File: config.mk
export PLATFORM = sky130hd
export DESIGN_NAME = tangent_range_height_finder
export DESIGN_NICKNAME = d
export VERILOG_FILES = /design/src/rtl/trhf_pkg.sv /design/src/rtl/tangent_range_height_finder.sv /design/src/rtl/trhf_div.sv /design/src/rtl/trhf_datapath.sv /design/src/rtl/trhf_ctrl.sv
export VERILOG_INCLUDE_DIRS = /design/src /design/src/rtl
export SDC_FILE = /design/constraint.sdc
export NUM_CORES = 2
export LEC_CHECK = 0
export ABC_CLOCK_PERIOD_IN_PS = 20700
export BUFFER_PORTS_ARGS = -buffer_cell sky130_fd_sc_hd__buf_2
export CORE_ASPECT_RATIO = 1.25
export CORE_UTILIZATION = 35
export DETAILED_ROUTE_END_ITERATION = 12
export HOLD_SLACK_MARGIN = 0.02
export SLEW_MARGIN = 10
export SYNTH_ARGS = -nofsm -noshare
export SYNTH_HDL_FRONTEND = slang
export SYNTH_SLANG_ARGS = --single-unit
File: constraint.sdc
create_clock -name i_clk -period 20.7 [get_ports i_clk]
set_input_delay 1.035 -clock i_clk [delete_from_list [all_inputs] [get_ports i_clk]]
set_output_delay 1.035 -clock i_clk [all_outputs]
set_load 0.05 [all_outputs]
File: src/rtl/assert_macros.svh
// Assertion macros shared by the range finder RTL.
// No dependencies.
`ifndef ASSERT_MACROS_SVH
`define ASSERT_MACROS_SVH

// label: antecedent implies consequent on the next edge
`define ASSERT_NEXT(label, clk, rst_n, ante, cons) \
    label: assert property (@(posedge clk) disable iff (!rst_n) (ante) |=> (cons)) \
        else $error("assertion failed");

// label: expression holds at every edge outside reset
`define ASSERT_ALWAYS(label, clk, rst_n, expr) \
    label: assert property (@(posedge clk) disable iff (!rst_n) (expr)) \
        else $error("assertion failed");

`endif

File: src/rtl/trhf_pkg.sv
// Types and constants for the tangent range and height finder.
// No dependencies.
`timescale 1ns / 1ps
package trhf_pkg;
    localparam int unsigned MAX_TERMS_DEF = 16;
    localparam logic [31:0] ANGLE_LIMIT   = 32'd1503238553;
    localparam logic [22:0] IH_RESET      = 23'd98304;
    localparam logic [4:0]  TC_RESET      = 5'd7;
    localparam logic [1:0]  ERR_OK        = 2'd0;
    localparam logic [1:0]  ERR_ALPHA     = 2'd1;
    localparam logic [1:0]  ERR_BETA      = 2'd2;
    localparam logic [0:0]  REG_IH        = 1'b0;
    localparam logic [0:0]  REG_TC        = 1'b1;

    // operand selection for the shared divider
    typedef enum logic [1:0] {
        t_DIV_Q = 2'd0,  // (2i-1) << 62 / x
        t_DIV_V = 2'd1,  // 1 << 64 / d
        t_DIV_H = 2'd2   // dist << 32 / d1
    } t_div_op;

    typedef enum logic [3:0] {
        t_IDLE, t_CHECK, t_QSTART, t_QWAIT, t_VSTART, t_VWAIT,
        t_MUL, t_MUL2, t_BSTART, t_HSTART, t_HWAIT, t_FIN, t_OUT
    } t_state;

    typedef struct packed {
        logic     load;      // capture input word
        logic     init_a;    // start alpha recursion
        logic     init_b;    // start beta recursion
        logic     div_go;
        t_div_op  div_op;
        logic     take_q;    // form d from quotient
        logic     take_v;    // v from quotient, step i down
        logic     do_mul;    // upper half of product, form distance
        logic     mul_lo;    // lower half of product
        logic     take_h;
        logic     set_ea;
        logic     set_eb;
        logic     out_set;
        logic     out_clr;
    } t_cmd;

    typedef struct packed {
        logic alpha_ok;
        logic beta_ok;
        logic want;
        logic last_term; // i == 1
        logic div_done;
        logic out_busy;
    } t_sts;
endpackage

File: src/rtl/tangent_range_height_finder.sv
// Top level of the tangent range and height finder: APB registers, sequencer, datapath.
// Depends on trhf_pkg, trhf_ctrl, trhf_datapath.
//
//  channel | direction | handshake            | payload
//  in      | input     | i_in_valid/o_in_stall | angle_alpha, angle_beta, want_height
//  out     | output    | o_out_valid/i_out_stall | distance, object_height, error_code, saturated
//  apb     | input     | psel/penable/pready  | instrument_height @0, term_count @4
//
// One word at a time. Each term but the last costs two serial divisions, the last
// one only the first. Then comes a product in two halves and, for height, one more
// division, plus control states. Reset is synchronous; registers return to 1.5 and
// 7 terms. The next word is taken once the result sits in the output register.
`timescale 1ns / 1ps
module tangent_range_height_finder #(
    parameter int unsigned MAX_TERMS = trhf_pkg::MAX_TERMS_DEF
) (
    input  logic        i_clk,
    input  logic        i_rst_n,
    input  logic        i_in_valid,
    output logic        o_in_stall,
    input  logic [31:0] i_angle_alpha,
    input  logic [31:0] i_angle_beta,
    input  logic        i_want_height,
    output logic        o_out_valid,
    input  logic        i_out_stall,
    output logic [31:0] o_distance,
    output logic [31:0] o_object_height,
    output logic [1:0]  o_error_code,
    output logic        o_saturated,
    input  logic        psel,
    input  logic        penable,
    input  logic        pwrite,
    input  logic [2:0]  paddr,
    input  logic [31:0] pwdata,
    output logic [31:0] prdata,
    output logic        pready
);
    import trhf_pkg::*;
    logic [22:0] r_ih;
    logic [4:0]  r_tc;
    t_cmd w_cmd;
    t_sts w_sts;

    always_ff @(posedge i_clk) begin
        if (!i_rst_n) begin
            r_ih <= IH_RESET; r_tc <= TC_RESET;
        end else if (psel && penable && pwrite) begin
            case (paddr[2])
                REG_IH:  r_ih <= pwdata[22:0];
                REG_TC:  r_tc <= pwdata[4:0];
                default: r_ih <= r_ih;
            endcase
        end
    end

    assign pready = 1'b1;
    assign prdata = (paddr[2] == REG_TC) ? {27'd0, r_tc} : {9'd0, r_ih};

    trhf_ctrl u_ctrl (
        .i_clk(i_clk), .i_rst_n(i_rst_n), .i_in_valid(i_in_valid),
        .o_in_stall(o_in_stall), .i_sts(w_sts), .o_cmd(w_cmd)
    );

    trhf_datapath #(.MAX_TERMS(MAX_TERMS)) u_dp (
        .i_clk(i_clk), .i_rst_n(i_rst_n), .i_cmd(w_cmd), .o_sts(w_sts),
        .i_angle_alpha(i_angle_alpha), .i_angle_beta(i_angle_beta),
        .i_want_height(i_want_height), .i_ih(r_ih), .i_tc(r_tc),
        .i_out_stall(i_out_stall), .o_out_valid(o_out_valid),
        .o_distance(o_distance), .o_object_height(o_object_height),
        .o_error_code(o_error_code), .o_saturated(o_saturated)
    );
endmodule

File: src/rtl/trhf_div.sv
// Restoring divider: floor((num << sh) / den), saturating to all ones.
// One quotient bit per cycle. No dependencies.
`timescale 1ns / 1ps
module trhf_div (
    input  logic        i_clk,
    input  logic        i_rst_n,
    input  logic        i_go,
    input  logic [63:0] i_num,
    input  logic [6:0]  i_sh,
    input  logic [63:0] i_den,
    output logic        o_done,
    output logic [63:0] o_q
);
    logic [63:0] r_q, n_q, r_r, n_r, r_num, r_den;
    logic [7:0]  r_p, n_p;
    logic        r_busy, n_busy, r_sat, n_sat, r_done, n_done;
    logic [6:0]  r_sh;
    logic        w_bit, w_carry;
    logic [63:0] w_rs;
    logic [7:0]  w_pos;

    always_comb begin
        w_pos = r_p - 8'd1;
        w_bit = 1'b0;
        if (w_pos >= {1'b0, r_sh} && (w_pos - {1'b0, r_sh}) < 8'd64)
            w_bit = r_num[6'(w_pos - {1'b0, r_sh})];
        w_carry = r_r[63];
        w_rs = {r_r[62:0], w_bit};
        n_q = r_q; n_r = r_r; n_p = r_p; n_busy = r_busy; n_sat = r_sat; n_done = 1'b0;
        if (i_go) begin
            n_q = '0; n_r = '0; n_p = 8'd64 + {1'b0, i_sh};
            n_sat = (i_den == '0); n_busy = (i_den != '0); n_done = (i_den == '0);
        end else if (r_busy) begin
            n_r = w_rs;
            if (r_q[63]) n_sat = 1'b1;
            n_q = {r_q[62:0], 1'b0};
            if (w_carry || w_rs >= r_den) begin
                n_r = w_rs - r_den;
                n_q[0] = 1'b1;
            end
            n_p = w_pos;
            if (w_pos == 8'd0 || r_q[63]) begin
                n_busy = 1'b0; n_done = 1'b1;
            end
        end
    end

    always_ff @(posedge i_clk) begin
        if (!i_rst_n) begin
            r_busy <= 1'b0; r_done <= 1'b0;
        end else begin
            r_busy <= n_busy; r_done <= n_done;
        end
        r_q <= n_q; r_r <= n_r; r_p <= n_p; r_sat <= n_sat;
        if (i_go) begin
            r_num <= i_num; r_den <= i_den; r_sh <= i_sh;
        end
    end

    assign o_done = r_done;
    assign o_q    = n_sat ? '1 : r_q;
endmodule

File: src/rtl/trhf_datapath.sv
// Datapath: input word, recursion registers, product, divider, output word.
// Depends on trhf_pkg and trhf_div.
`timescale 1ns / 1ps
`include "assert_macros.svh"
module trhf_datapath #(
    parameter int unsigned MAX_TERMS = trhf_pkg::MAX_TERMS_DEF
) (
    input  logic             i_clk,
    input  logic             i_rst_n,
    input  trhf_pkg::t_cmd   i_cmd,
    output trhf_pkg::t_sts   o_sts,
    input  logic [31:0]      i_angle_alpha,
    input  logic [31:0]      i_angle_beta,
    input  logic             i_want_height,
    input  logic [22:0]      i_ih,
    input  logic [4:0]       i_tc,
    input  logic             i_out_stall,
    output logic             o_out_valid,
    output logic [31:0]      o_distance,
    output logic [31:0]      o_object_height,
    output logic [1:0]       o_error_code,
    output logic             o_saturated
);
    import trhf_pkg::*;
    localparam int IW = $clog2(MAX_TERMS + 1) + 1;

    logic [31:0] r_a, r_b, r_x;
    logic        r_w;
    logic [22:0] r_c;
    logic [IW-1:0] r_i, w_n;
    logic [63:0] r_v, r_d;
    logic [31:0] r_dist, r_h;
    logic [1:0]  r_err;
    logic        r_sat, r_ov;
    logic [63:0] w_num, w_den, w_q;
    logic [6:0]  w_sh;
    logic        w_done;
    logic [31:0] w_mop;
    logic [54:0] w_mul, r_plo;
    logic [55:0] w_phi;
    logic [32:0] w_hs;

    always_comb begin
        if (i_tc == 5'd0) w_n = IW'(1);
        else if (32'(i_tc) > MAX_TERMS) w_n = IW'(MAX_TERMS);
        else w_n = IW'(i_tc);
        case (i_cmd.div_op)
            t_DIV_Q: begin
                w_num = 64'({r_i, 1'b0} - 1'b1); w_sh = 7'd62; w_den = {32'd0, r_x};
            end
            t_DIV_V: begin
                w_num = 64'd1; w_sh = 7'd64; w_den = r_d;
            end
            t_DIV_H: begin
                w_num = {32'd0, r_dist}; w_sh = 7'd32; w_den = r_d;
            end
            default: begin
                w_num = '0; w_sh = '0; w_den = '0;
            end
        endcase
        // c * d1 in two 23x32 halves; upper half plus carry-in of the lower
        w_mop = i_cmd.mul_lo ? r_d[31:0] : r_d[63:32];
        w_mul = 55'(r_c) * 55'(w_mop);
        w_phi = 56'(w_mul) + 56'(r_plo[54:32]);
        w_hs = 33'(w_q[31:0]) + 33'(r_c);
    end

    trhf_div u_div (
        .i_clk(i_clk), .i_rst_n(i_rst_n), .i_go(i_cmd.div_go), .i_num(w_num),
        .i_sh(w_sh), .i_den(w_den), .o_done(w_done), .o_q(w_q)
    );

    always_ff @(posedge i_clk) begin
        if (i_cmd.load) begin
            r_a <= i_angle_alpha; r_b <= i_angle_beta; r_w <= i_want_height;
            r_c <= i_ih; r_err <= ERR_OK; r_sat <= 1'b0;
            r_dist <= '0; r_h <= '0;
        end
        if (i_cmd.init_a || i_cmd.init_b) begin
            r_x <= i_cmd.init_a ? r_a : r_b; r_i <= w_n; r_v <= '0;
        end
        if (i_cmd.take_q) r_d <= (w_q > r_v) ? w_q - r_v : 64'd1;
        if (i_cmd.take_v) begin
            r_v <= w_q; r_i <= r_i - 1'b1;
        end
        if (i_cmd.mul_lo) r_plo <= w_mul;
        if (i_cmd.do_mul) begin
            if (w_phi[55:32] != '0) begin
                r_dist <= '1; r_sat <= 1'b1;
            end else r_dist <= w_phi[31:0];
        end
        if (i_cmd.take_h) begin
            if (w_q[63:32] != '0) begin
                r_h <= '1; r_sat <= 1'b1;
            end else if (w_hs[32]) begin
                r_h <= '1; r_sat <= 1'b1;
            end else r_h <= w_hs[31:0];
        end
        if (i_cmd.set_ea) r_err <= ERR_ALPHA;
        if (i_cmd.set_eb) r_err <= ERR_BETA;
    end

    always_ff @(posedge i_clk) begin
        if (!i_rst_n) r_ov <= 1'b0;
        else if (i_cmd.out_set) r_ov <= 1'b1;
        else if (r_ov && !i_out_stall) r_ov <= 1'b0;
        if (i_cmd.out_set) begin
            o_distance <= r_dist; o_object_height <= r_h;
            o_error_code <= r_err; o_saturated <= r_sat;
        end
    end

    assign o_out_valid = r_ov;
    assign o_sts.alpha_ok  = (r_a != '0) && (r_a <= ANGLE_LIMIT);
    assign o_sts.beta_ok   = (r_b != '0) && (r_b <= ANGLE_LIMIT);
    assign o_sts.want      = r_w;
    assign o_sts.last_term = (r_i == IW'(1));
    assign o_sts.div_done  = w_done;
    assign o_sts.out_busy  = r_ov;

    `ASSERT_NEXT(a_out_hold, i_clk, i_rst_n, r_ov && i_out_stall, r_ov && $stable(o_distance))
    `ASSERT_ALWAYS(a_no_reload, i_clk, i_rst_n, !(i_cmd.out_set && r_ov && i_out_stall))
    `ASSERT_ALWAYS(a_i_range, i_clk, i_rst_n, !(i_cmd.take_q && r_i == '0))
endmodule

File: src/rtl/trhf_ctrl.sv
// Sequencer for the continued fraction recursion and result assembly.
// Depends on trhf_pkg.
`timescale 1ns / 1ps
`include "assert_macros.svh"
module trhf_ctrl (
    input  logic           i_clk,
    input  logic           i_rst_n,
    input  logic           i_in_valid,
    output logic           o_in_stall,
    input  trhf_pkg::t_sts i_sts,
    output trhf_pkg::t_cmd o_cmd
);
    import trhf_pkg::*;
    t_state r_state, n_state;
    logic   r_beta, n_beta; // recursion runs on beta

    always_comb begin
        n_state = r_state; n_beta = r_beta;
        case (r_state)
            t_IDLE:   if (i_in_valid) n_state = t_CHECK;
            t_CHECK: begin
                if (!i_sts.alpha_ok) n_state = t_FIN;
                else begin
                    n_state = t_QSTART; n_beta = 1'b0;
                end
            end
            t_QSTART: n_state = t_QWAIT;
            t_QWAIT: begin
                if (i_sts.div_done)
                    n_state = i_sts.last_term ? (r_beta ? t_HSTART : t_MUL) : t_VSTART;
            end
            t_VSTART: n_state = t_VWAIT;
            t_VWAIT:  if (i_sts.div_done) n_state = t_QSTART;
            t_MUL:    n_state = t_MUL2;
            t_MUL2: begin
                if (!i_sts.want) n_state = t_FIN;
                else if (!i_sts.beta_ok) n_state = t_FIN;
                else begin
                    n_state = t_BSTART; n_beta = 1'b1;
                end
            end
            t_BSTART: n_state = t_QSTART;
            t_HSTART: n_state = t_HWAIT;
            t_HWAIT:  if (i_sts.div_done) n_state = t_FIN;
            t_FIN:    if (!i_sts.out_busy) n_state = t_OUT;
            t_OUT:    n_state = t_IDLE;
            default:  n_state = t_IDLE;
        endcase
    end

    always_comb begin
        o_cmd = '0;
        o_cmd.div_op = t_DIV_Q;
        o_in_stall = (r_state != t_IDLE);
        case (r_state)
            t_IDLE:   o_cmd.load = i_in_valid;
            t_CHECK: begin
                o_cmd.set_ea = !i_sts.alpha_ok; o_cmd.init_a = i_sts.alpha_ok;
            end
            t_QSTART: o_cmd.div_go = 1'b1;
            t_QWAIT: begin
                o_cmd.take_q = i_sts.div_done;
            end
            t_VSTART: begin
                o_cmd.div_go = 1'b1; o_cmd.div_op = t_DIV_V;
            end
            t_VWAIT: begin
                o_cmd.div_op = t_DIV_V; o_cmd.take_v = i_sts.div_done;
            end
            t_MUL:    o_cmd.mul_lo = 1'b1;
            t_MUL2: begin
                o_cmd.do_mul = 1'b1;
                o_cmd.set_eb = i_sts.want && !i_sts.beta_ok;
            end
            t_BSTART: o_cmd.init_b = 1'b1;
            t_HSTART: begin
                o_cmd.div_go = 1'b1; o_cmd.div_op = t_DIV_H;
            end
            t_HWAIT: begin
                o_cmd.div_op = t_DIV_H; o_cmd.take_h = i_sts.div_done;
            end
            t_OUT:    o_cmd.out_set = 1'b1;
            default:  o_cmd = o_cmd;
        endcase
    end

    always_ff @(posedge i_clk) begin
        if (!i_rst_n) begin
            r_state <= t_IDLE; r_beta <= 1'b0;
        end else begin
            r_state <= n_state; r_beta <= n_beta;
        end
    end

    `ASSERT_NEXT(a_load_leaves, i_clk, i_rst_n, o_cmd.load, r_state == t_CHECK)
    `ASSERT_ALWAYS(a_one_err, i_clk, i_rst_n, !(o_cmd.set_ea && o_cmd.set_eb))
endmodule

Yosys cells after proc, flatten, opt, wreduce, memory -nomap -nowiden
Cells that the tools add are included.
{"block": "totals", "output_inout_bits": 102, "ff_bits": 751, "elab_cells": 185, "in_bits": 107}
{"block": "classes", "multipliers": 1, "eq_ne": 23, "muxes": 73, "bitwise": 1, "n_lt_le_gt_ge": 8, "reduce_logical": 39, "add_sub_neg": 9}
{"cell": "two-way mux 32 bit", "count": 8}
{"cell": "two-way mux 64 bit", "count": 4}
{"cell": "case mux 64 bit (3 select lines)", "count": 1}
{"cell": "case mux 64 bit (2 select lines)", "count": 1}
{"cell": "subtractor 64 bit", "count": 2}
{"cell": "nonzero test 32 bit", "count": 3}
{"cell": ">= comparator 64 bit", "count": 1}
{"cell": "> comparator 64 bit", "count": 1}
{"cell": "<= comparator 32 x 31 -> 1 bit (second input constant)", "count": 2}
{"cell": "logical NOT 64 bit", "count": 1}
{"cell": "nonzero test 64 bit", "count": 1}
{"cell": "adder 55 x 23 -> 56 bit", "count": 1}
{"cell": "multiplier 23 x 32 -> 55 bit", "count": 1}
{"cell": "case mux 4 bit (12 select lines)", "count": 1}
{"cell": "two-way mux 4 bit", "count": 9}
{"cell": "two-way mux 1 bit", "count": 35}
{"cell": "adder 32 x 23 -> 33 bit", "count": 1}
{"cell": "nonzero test 24 bit", "count": 1}
{"cell": "two-way mux 23 bit", "count": 1}
{"cell": "case mux 7 bit (3 select lines)", "count": 1}
{"cell": "== test 4 bit (second input constant)", "count": 5}
{"cell": "two-way mux 6 bit", "count": 3}
{"cell": "== test 4 x 3 -> 1 bit (second input constant)", "count": 4}
{"cell": "two-way mux 8 bit", "count": 2}
{"cell": "other kinds (36)", "count": 64}

Depth between registers and ports, before layout
{"block": "logic_depth", "depth_word": 13, "depth_mapped": 44}

Modules after synthesis
Synthesis repeated with hierarchy kept, for this count alone.
{"block": "hier_totals", "hier_cells": 6465, "area_unflattened_um2": 63798.7}
{"module": "trhf_datapath", "seq_area_each_um2": 12331.8, "n_inst": 1, "area_per_inst_um2": 46738.6, "cells_each": 4703}
{"module": "trhf_div", "seq_area_each_um2": 6916.6, "n_inst": 1, "area_per_inst_um2": 15065.7, "cells_each": 1525}
{"module": "tangent_range_height_finder", "seq_area_each_um2": 560.5, "n_inst": 1, "area_per_inst_um2": 1408.9, "cells_each": 159}
{"module": "trhf_ctrl", "seq_area_each_um2": 100.1, "n_inst": 1, "area_per_inst_um2": 585.6, "cells_each": 78}

Worst setup path before layout
No wires, ideal clock.
{"block": "synth_path", "kind": "flip-flop to flip-flop", "startpoint": "reg u_ctrl.r_state[1]", "endpoint": "reg u_dp.r_dist[10] (data pin)", "path_buffers": 5, "arrival_time_ns": 11.179, "synth_period_minus_slack_ns": 11.459, "path_stages_with_launch": 39, "setup_slack_ns": 9.241, "cell_sequence": "dfxtp_1 clkbuf_1 nand2_1 nor3_1 clkbuf_1 mux2_2 clkbuf_1 nand2_1 fa_1 fa_1 fa_1 fa_1 inv_1 fa_1 fa_1 inv_1 fa_1 inv_1 [... 3 more ...] or3_4 a211oi_4 nor3_1 xnor2_1 ha_1 nand2_1 o21ai_0 a21oi_1 a21oi_1 nand4_4 or4_4 or3_1 o22ai_1 o21ai_1 or4_4 nor4b_4 buf_6 a21oi_2"}
{"block": "synth_via", "elab_chain_len": 8, "word_cells_on_any_way": 10, "cone_classes": "add/sub (1); mul (1); eq/ne (2); mux (5); reduce/logical (1)"}
{"item": "start: declaration", "line": "trhf_ctrl.sv:14", "text": "t_state r_state, n_state;"}
{"item": "start signal: assignment", "line": "trhf_ctrl.sv:91", "text": "r_state <= n_state; r_beta <= n_beta;"}
{"item": "== test 4 x 3 -> 1 bit", "line": "trhf_ctrl.sv:55", "text": "case (r_state)"}
{"item": "two-way mux 1 bit", "line": "trhf_ctrl.sv:55"}
{"item": "two-way mux 32 bit", "line": "trhf_datapath.sv:62", "text": "w_mop = i_cmd.mul_lo ? r_d[31:0] : r_d[63:32];"}
{"item": "multiplier 23 x 32 -> 55 bit", "line": "trhf_datapath.sv:63", "text": "w_mul = 55'(r_c) * 55'(w_mop);"}
{"item": "adder 55 x 23 -> 56 bit", "line": "trhf_datapath.sv:64", "text": "w_phi = 56'(w_mul) + 56'(r_plo[54:32]);"}
{"item": "nonzero test 24 bit", "line": "trhf_datapath.sv:88", "text": "if (w_phi[55:32] != '0) begin"}
{"item": "two-way mux 32 bit", "line": "trhf_datapath.sv:88"}
{"item": "two-way mux 32 bit *", "line": "trhf_datapath.sv:87", "text": "if (i_cmd.do_mul) begin"}
{"item": "end signal: assignment", "line": "trhf_datapath.sv:90", "text": "end else r_dist <= w_phi[31:0];"}
{"item": "end: declaration", "line": "trhf_datapath.sv:32", "text": "logic [31:0] r_dist, r_h;"}
Every way passes the cells marked *; elsewhere a longest branch is shown, timed or not.
A chain may end at the register's enable or synchronous reset.

Worst setup path after layout
{"block": "layout_path", "startpoint": "reg u_ctrl.r_state[1]", "endpoint": "reg u_dp.r_dist[0] (data pin)"}
The elaborated chain is that of the path after synthesis.

==> results.txt <==
----------------------------------------------------
[Routing]
  DRC errors left ... 0
  Antenna violation net count after detailed routing ... 0
  Total iterations of the first detailed-routing run ... 6
  Avg WL per Cell ... 20.7 um
  Number of design-rule violations left by the first detailed-router iteration ... 3278
  DR vias/cell ... 5.30
  Vias after detailed routing ... 46.7k
  Total wirelength of the detailed-routed design ... 183000 um

[Die]
  Horiz. Die Dim ... 377 um
  Top-level port count ... 209
  Die height ... 471 um
  Starting utilization of the core area ... 0.354
  Num rows ... 171
  Area of the core region ... 174000 sq um
  Die footprint ... 178000 sq um

[Worst setup path]
  Cell with the most instances on the worst path ... sky130_fd_sc_hd__fa_1
  R2R setup slack ... 7.88 ns
  Kind of launch point of the worst setup path ... flop
  Worst path slowest cell ... sky130_fd_sc_hd__mux2_2
  Arrival time of data at the critical path endpoint ... 13.22 ns
  Endpoint class of the critical path ... flop
  Startpoint of the worst-slack reg-to-reg timing path ... u_ctrl.r_state[1]
  Worst R2R Path Depth ... 39
  Required time reported for the critical path endpoint ... 21.09 ns
  Worst stage delay on the critical path ... 0.83 ns
  Crit Path Category ... flop to flop
  Crit-path max FO ... 55
  Endpoint of the most critical register-to-register path ... u_dp.r_dist[0]

[GRT]
  Via count of the first global-routing pass ... 48.0k
  All-layer global routing usage ... 0.206
  Maximum number of pins on one net before global-route repair ... 172
  Leftover overflow at the end of global routing ... 0
  Initial antenna violation count ... 4
  Global-route wire length before repair ... 282000 um

[CTS]
  CTS Hold Bufs ... 0
  CTS clk-pin slew, worst paths ... 0.07 ns
  Clock net sink count ... 684
  Number of buffers created by CTS ... 79
  CTS Buffer Depth ... 3
  Clock Latency Late Sink ... 0.74 ns
  CTS tree ... yes
  Total setup buffers inserted after CTS ... 0
  Number of gates given a new drive strength after cts ... 0
  Clock Root Buffer ... sky130_fd_sc_hd__clkbuf_16
  H-tree Lvls ... 3

[Synthesis]
  Fraction of the yosys area taken by sequential cells ... 0.306
  Adder-cell share of the synthesized area ... 0.280
  Proportion of netlist area held by the largest area contributor ... 0.251
  Simple-gate portion of the synthesized area ... 0.164
  XOR/XNOR share of the synthesized area ... 0.0297
  Combined area of all synthesized cells ... 61700 sq um
  Synth unique cells ... 94
  Combinational family with the most area after synthesis ... adder cells
  Most used flip-flop cell after synthesis ... sky130_fd_sc_hd__edfxtp_1
  Share of synthesized flip-flops with an asynchronous set or reset ... 0
  Mux contribution to synthesized area ... 0.0301
  Synthesized netlist cell count ... 6404
  Compound-cell area share of the yosys netlist ... 0.118
  Most area-hungry cell type in the Yosys netlist ... sky130_fd_sc_hd__edfxtp_1
  Syn_area_per_cell ... 9.63 sq um
  Main area contributors after synthesis ... sky130_fd_sc_hd__edfxtp_1 (25%), sky130_fd_sc_hd__fa_1 (21%), sky130_fd_sc_hd__ha_1 (7.5%)
  Yosys warning count ... 0
  Number of synthesized flops with an enable pin ... 516
  Number of synthesized register bits ... 684

[Placement]
  Post-detail-place hpwl ... 136000 um
  Port Buf Inserts ... 187
  Final estimated routing congestion in global placement ... 0.943

[Flow run]
  Maximum Capacitance Violations ... 0

[Status]
  Status ... complete, no violations

[Timing]
  Number of failing hold endpoints at the final stage ... 0
  Min Tclk post-route ... 12.82 ns
  Worst slew margin relative to its limit ... 0.205
  Unrepaired setup endpoints after global routing ... no
  Final hold slack ... 0.409 ns
  Slew Viols, Final ... 0
  Portion of the clock cycle consumed by the worst path in the final layout ... 0.620
  FMAX ... 78.0 MHz
  Setup_tns ... 0 ns
  Count of endpoints failing setup in the final report ... 0
  Slew of the pin with the lowest slew margin ... 1.19 ns
  Final clock skew ... 0.0914 ns

[Min path]
  Worst min-delay path class ... flop to flop
  WHS Path Cells ... 0
  Startpoint of the tightest hold check path ... u_dp.r_h[4]
  Hold EP ... u_dp.o_object_height[4]

[Final layout]
  Proportion of layout cells with a drive suffix above 1 ... 0.0918
  Synth-to-Final Area Change ... 9.38%
  Fill cell total of the finished layout ... 17.2k
  Total Nets Final ... 7525

----------------------------------------------------
==> through the flow <==
step / cell area (sq um) / setup WS, ns / utilization / instances
floorplan: 61700 / 9.24 / - / 6412
global placement: 64800 / 7.94 / 0.372 / 8671
detailed placement: 64800 / 7.93 / 0.372 / 8671
CTS: 67500 / 7.87 / 0.387 / 8818
global route: 67500 / 7.23 / 0.387 / 8819
finish: 67500 / 7.88 / 0.387 / 8819
==> worst max path at each step <==
stage / startpoint / endpoint / slack (ns) / depth (start not counted)
after floorplan: u_ctrl.r_state[1] / u_dp.r_dist[10] / 9.24 / 38
after global placement: u_ctrl.r_state[1] / u_dp.r_dist[0] / 7.94 / 40
after detailed placement: u_ctrl.r_state[1] / u_dp.r_dist[0] / 7.93 / 40
after global routing: u_ctrl.r_state[1] / u_dp.r_dist[1] / 7.23 / 39
final: u_ctrl.r_state[1] / u_dp.r_dist[0] / 7.88 / 39
after CTS: u_ctrl.r_state[1] / u_dp.r_dist[0] / 7.87 / 40
==> routing by layer <==
| layer | GRT usage | up-vias | wire (um) |
|---|---|---|---|
| li1 | - | 21400 | - |
| met1 | 0.252 | 23500 | 73600 |
| met2 | 0.360 | 1510 | 90100 |
| met3 | 0.0308 | 360 | 11500 |
| met4 | 0.0852 | 2 | 7510 |
| met5 | 0 | - | 11 |
==> registers in the layout (all words and copies together), names as in the netlist, 8 cells and up <==
name and count:
r_ih 23, u_dp.o_distance 32, u_dp.o_object_height 32, u_dp.r_a 32, u_dp.r_b 32, u_dp.r_c 23
u_dp.r_d 64, u_dp.r_dist 32, u_dp.r_h 32, u_dp.r_plo 23, u_dp.r_v 64, u_dp.r_x 32
u_dp.u_div.r_den 64, u_dp.u_div.r_num 33, u_dp.u_div.r_p 8, u_dp.u_div.r_q 64, u_dp.u_div.r_r 64
==> worst max-delay path, delay by kind of cell (launching register included) <==
kind,cells,cell delay [ns]
compound gates,10,1.88
buf+inv,7,1.41
xor+xnor,1,0.16
simple gates,11,3.06
fa+ha+maj,9,4.38
flops,1,0.71
mux,1,0.83
==> layout make-up <==
cell class | instances | area (sq um) | area share
Antenna cell | 1 | 2.50 | 0.0000371
Clock buffer | 100 | 2120 | 0.0314
Clock inverter | 47 | 519 | 0.00770
Inverter | 858 | 3230 | 0.0479
Multi-Input combinational cell | 4550 | 38400 | 0.570
Sequential cell | 684 | 18900 | 0.280
Tap cell | 2335 | 2920 | 0.0433
Timing Repair Buffer | 244 | 1380 | 0.0204
==> layout by cell type, fill, tap and decap left out, drive strengths merged, types with 85 or more instances in the layout <==
cell,netlist,layout
inv,857,864
nand2,789,789
fa,632,632
edfxtp,516,516
ha,369,369
nor2,345,345
a21oi,326,326
and2,293,293
buf,35,244
o21ai,184,184
a21o,176,176
dfxtp,168,168
nor2b,152,152
xnor2,129,129
clkbuf,285,100
nor3,85,85
==> kinds of logic after synthesis <==
family,after synthesis
AOI/OAI and AO/OA,1099
xor gates and xnor gates,209
adders and majority gates,1001
buffers and inverters,1178
DFF,684
muxes,164
other,2
and+or+nand+nor,2067
==> cell usage after synthesis, drive strengths merged (16+ instances only) <==
cell type,number
a211oi,33
nand2b,33
edfxtp,516
nor2b,152
o21bai,35
and2,293
a21o,176
a31oi,42
or2,73
and3,36
o211ai,31
fa,632
inv,857
xor2,80
nor3,85
nor2,345
o31ai,16
nor4,58
a21oi,326
xnor2,129
nand2,789
a22oi,22
dfxtp,168
o21ai,184
mux2i,82
o21a,39
clkbuf,285
a311oi,26
mux2,72
nand4,59
a21boi,33
o22ai,17
nand3,79
buf,35
ha,369
Power is not shown: default switching activity piles up to over one toggle a cycle in this logic, so the estimate is an artifact.
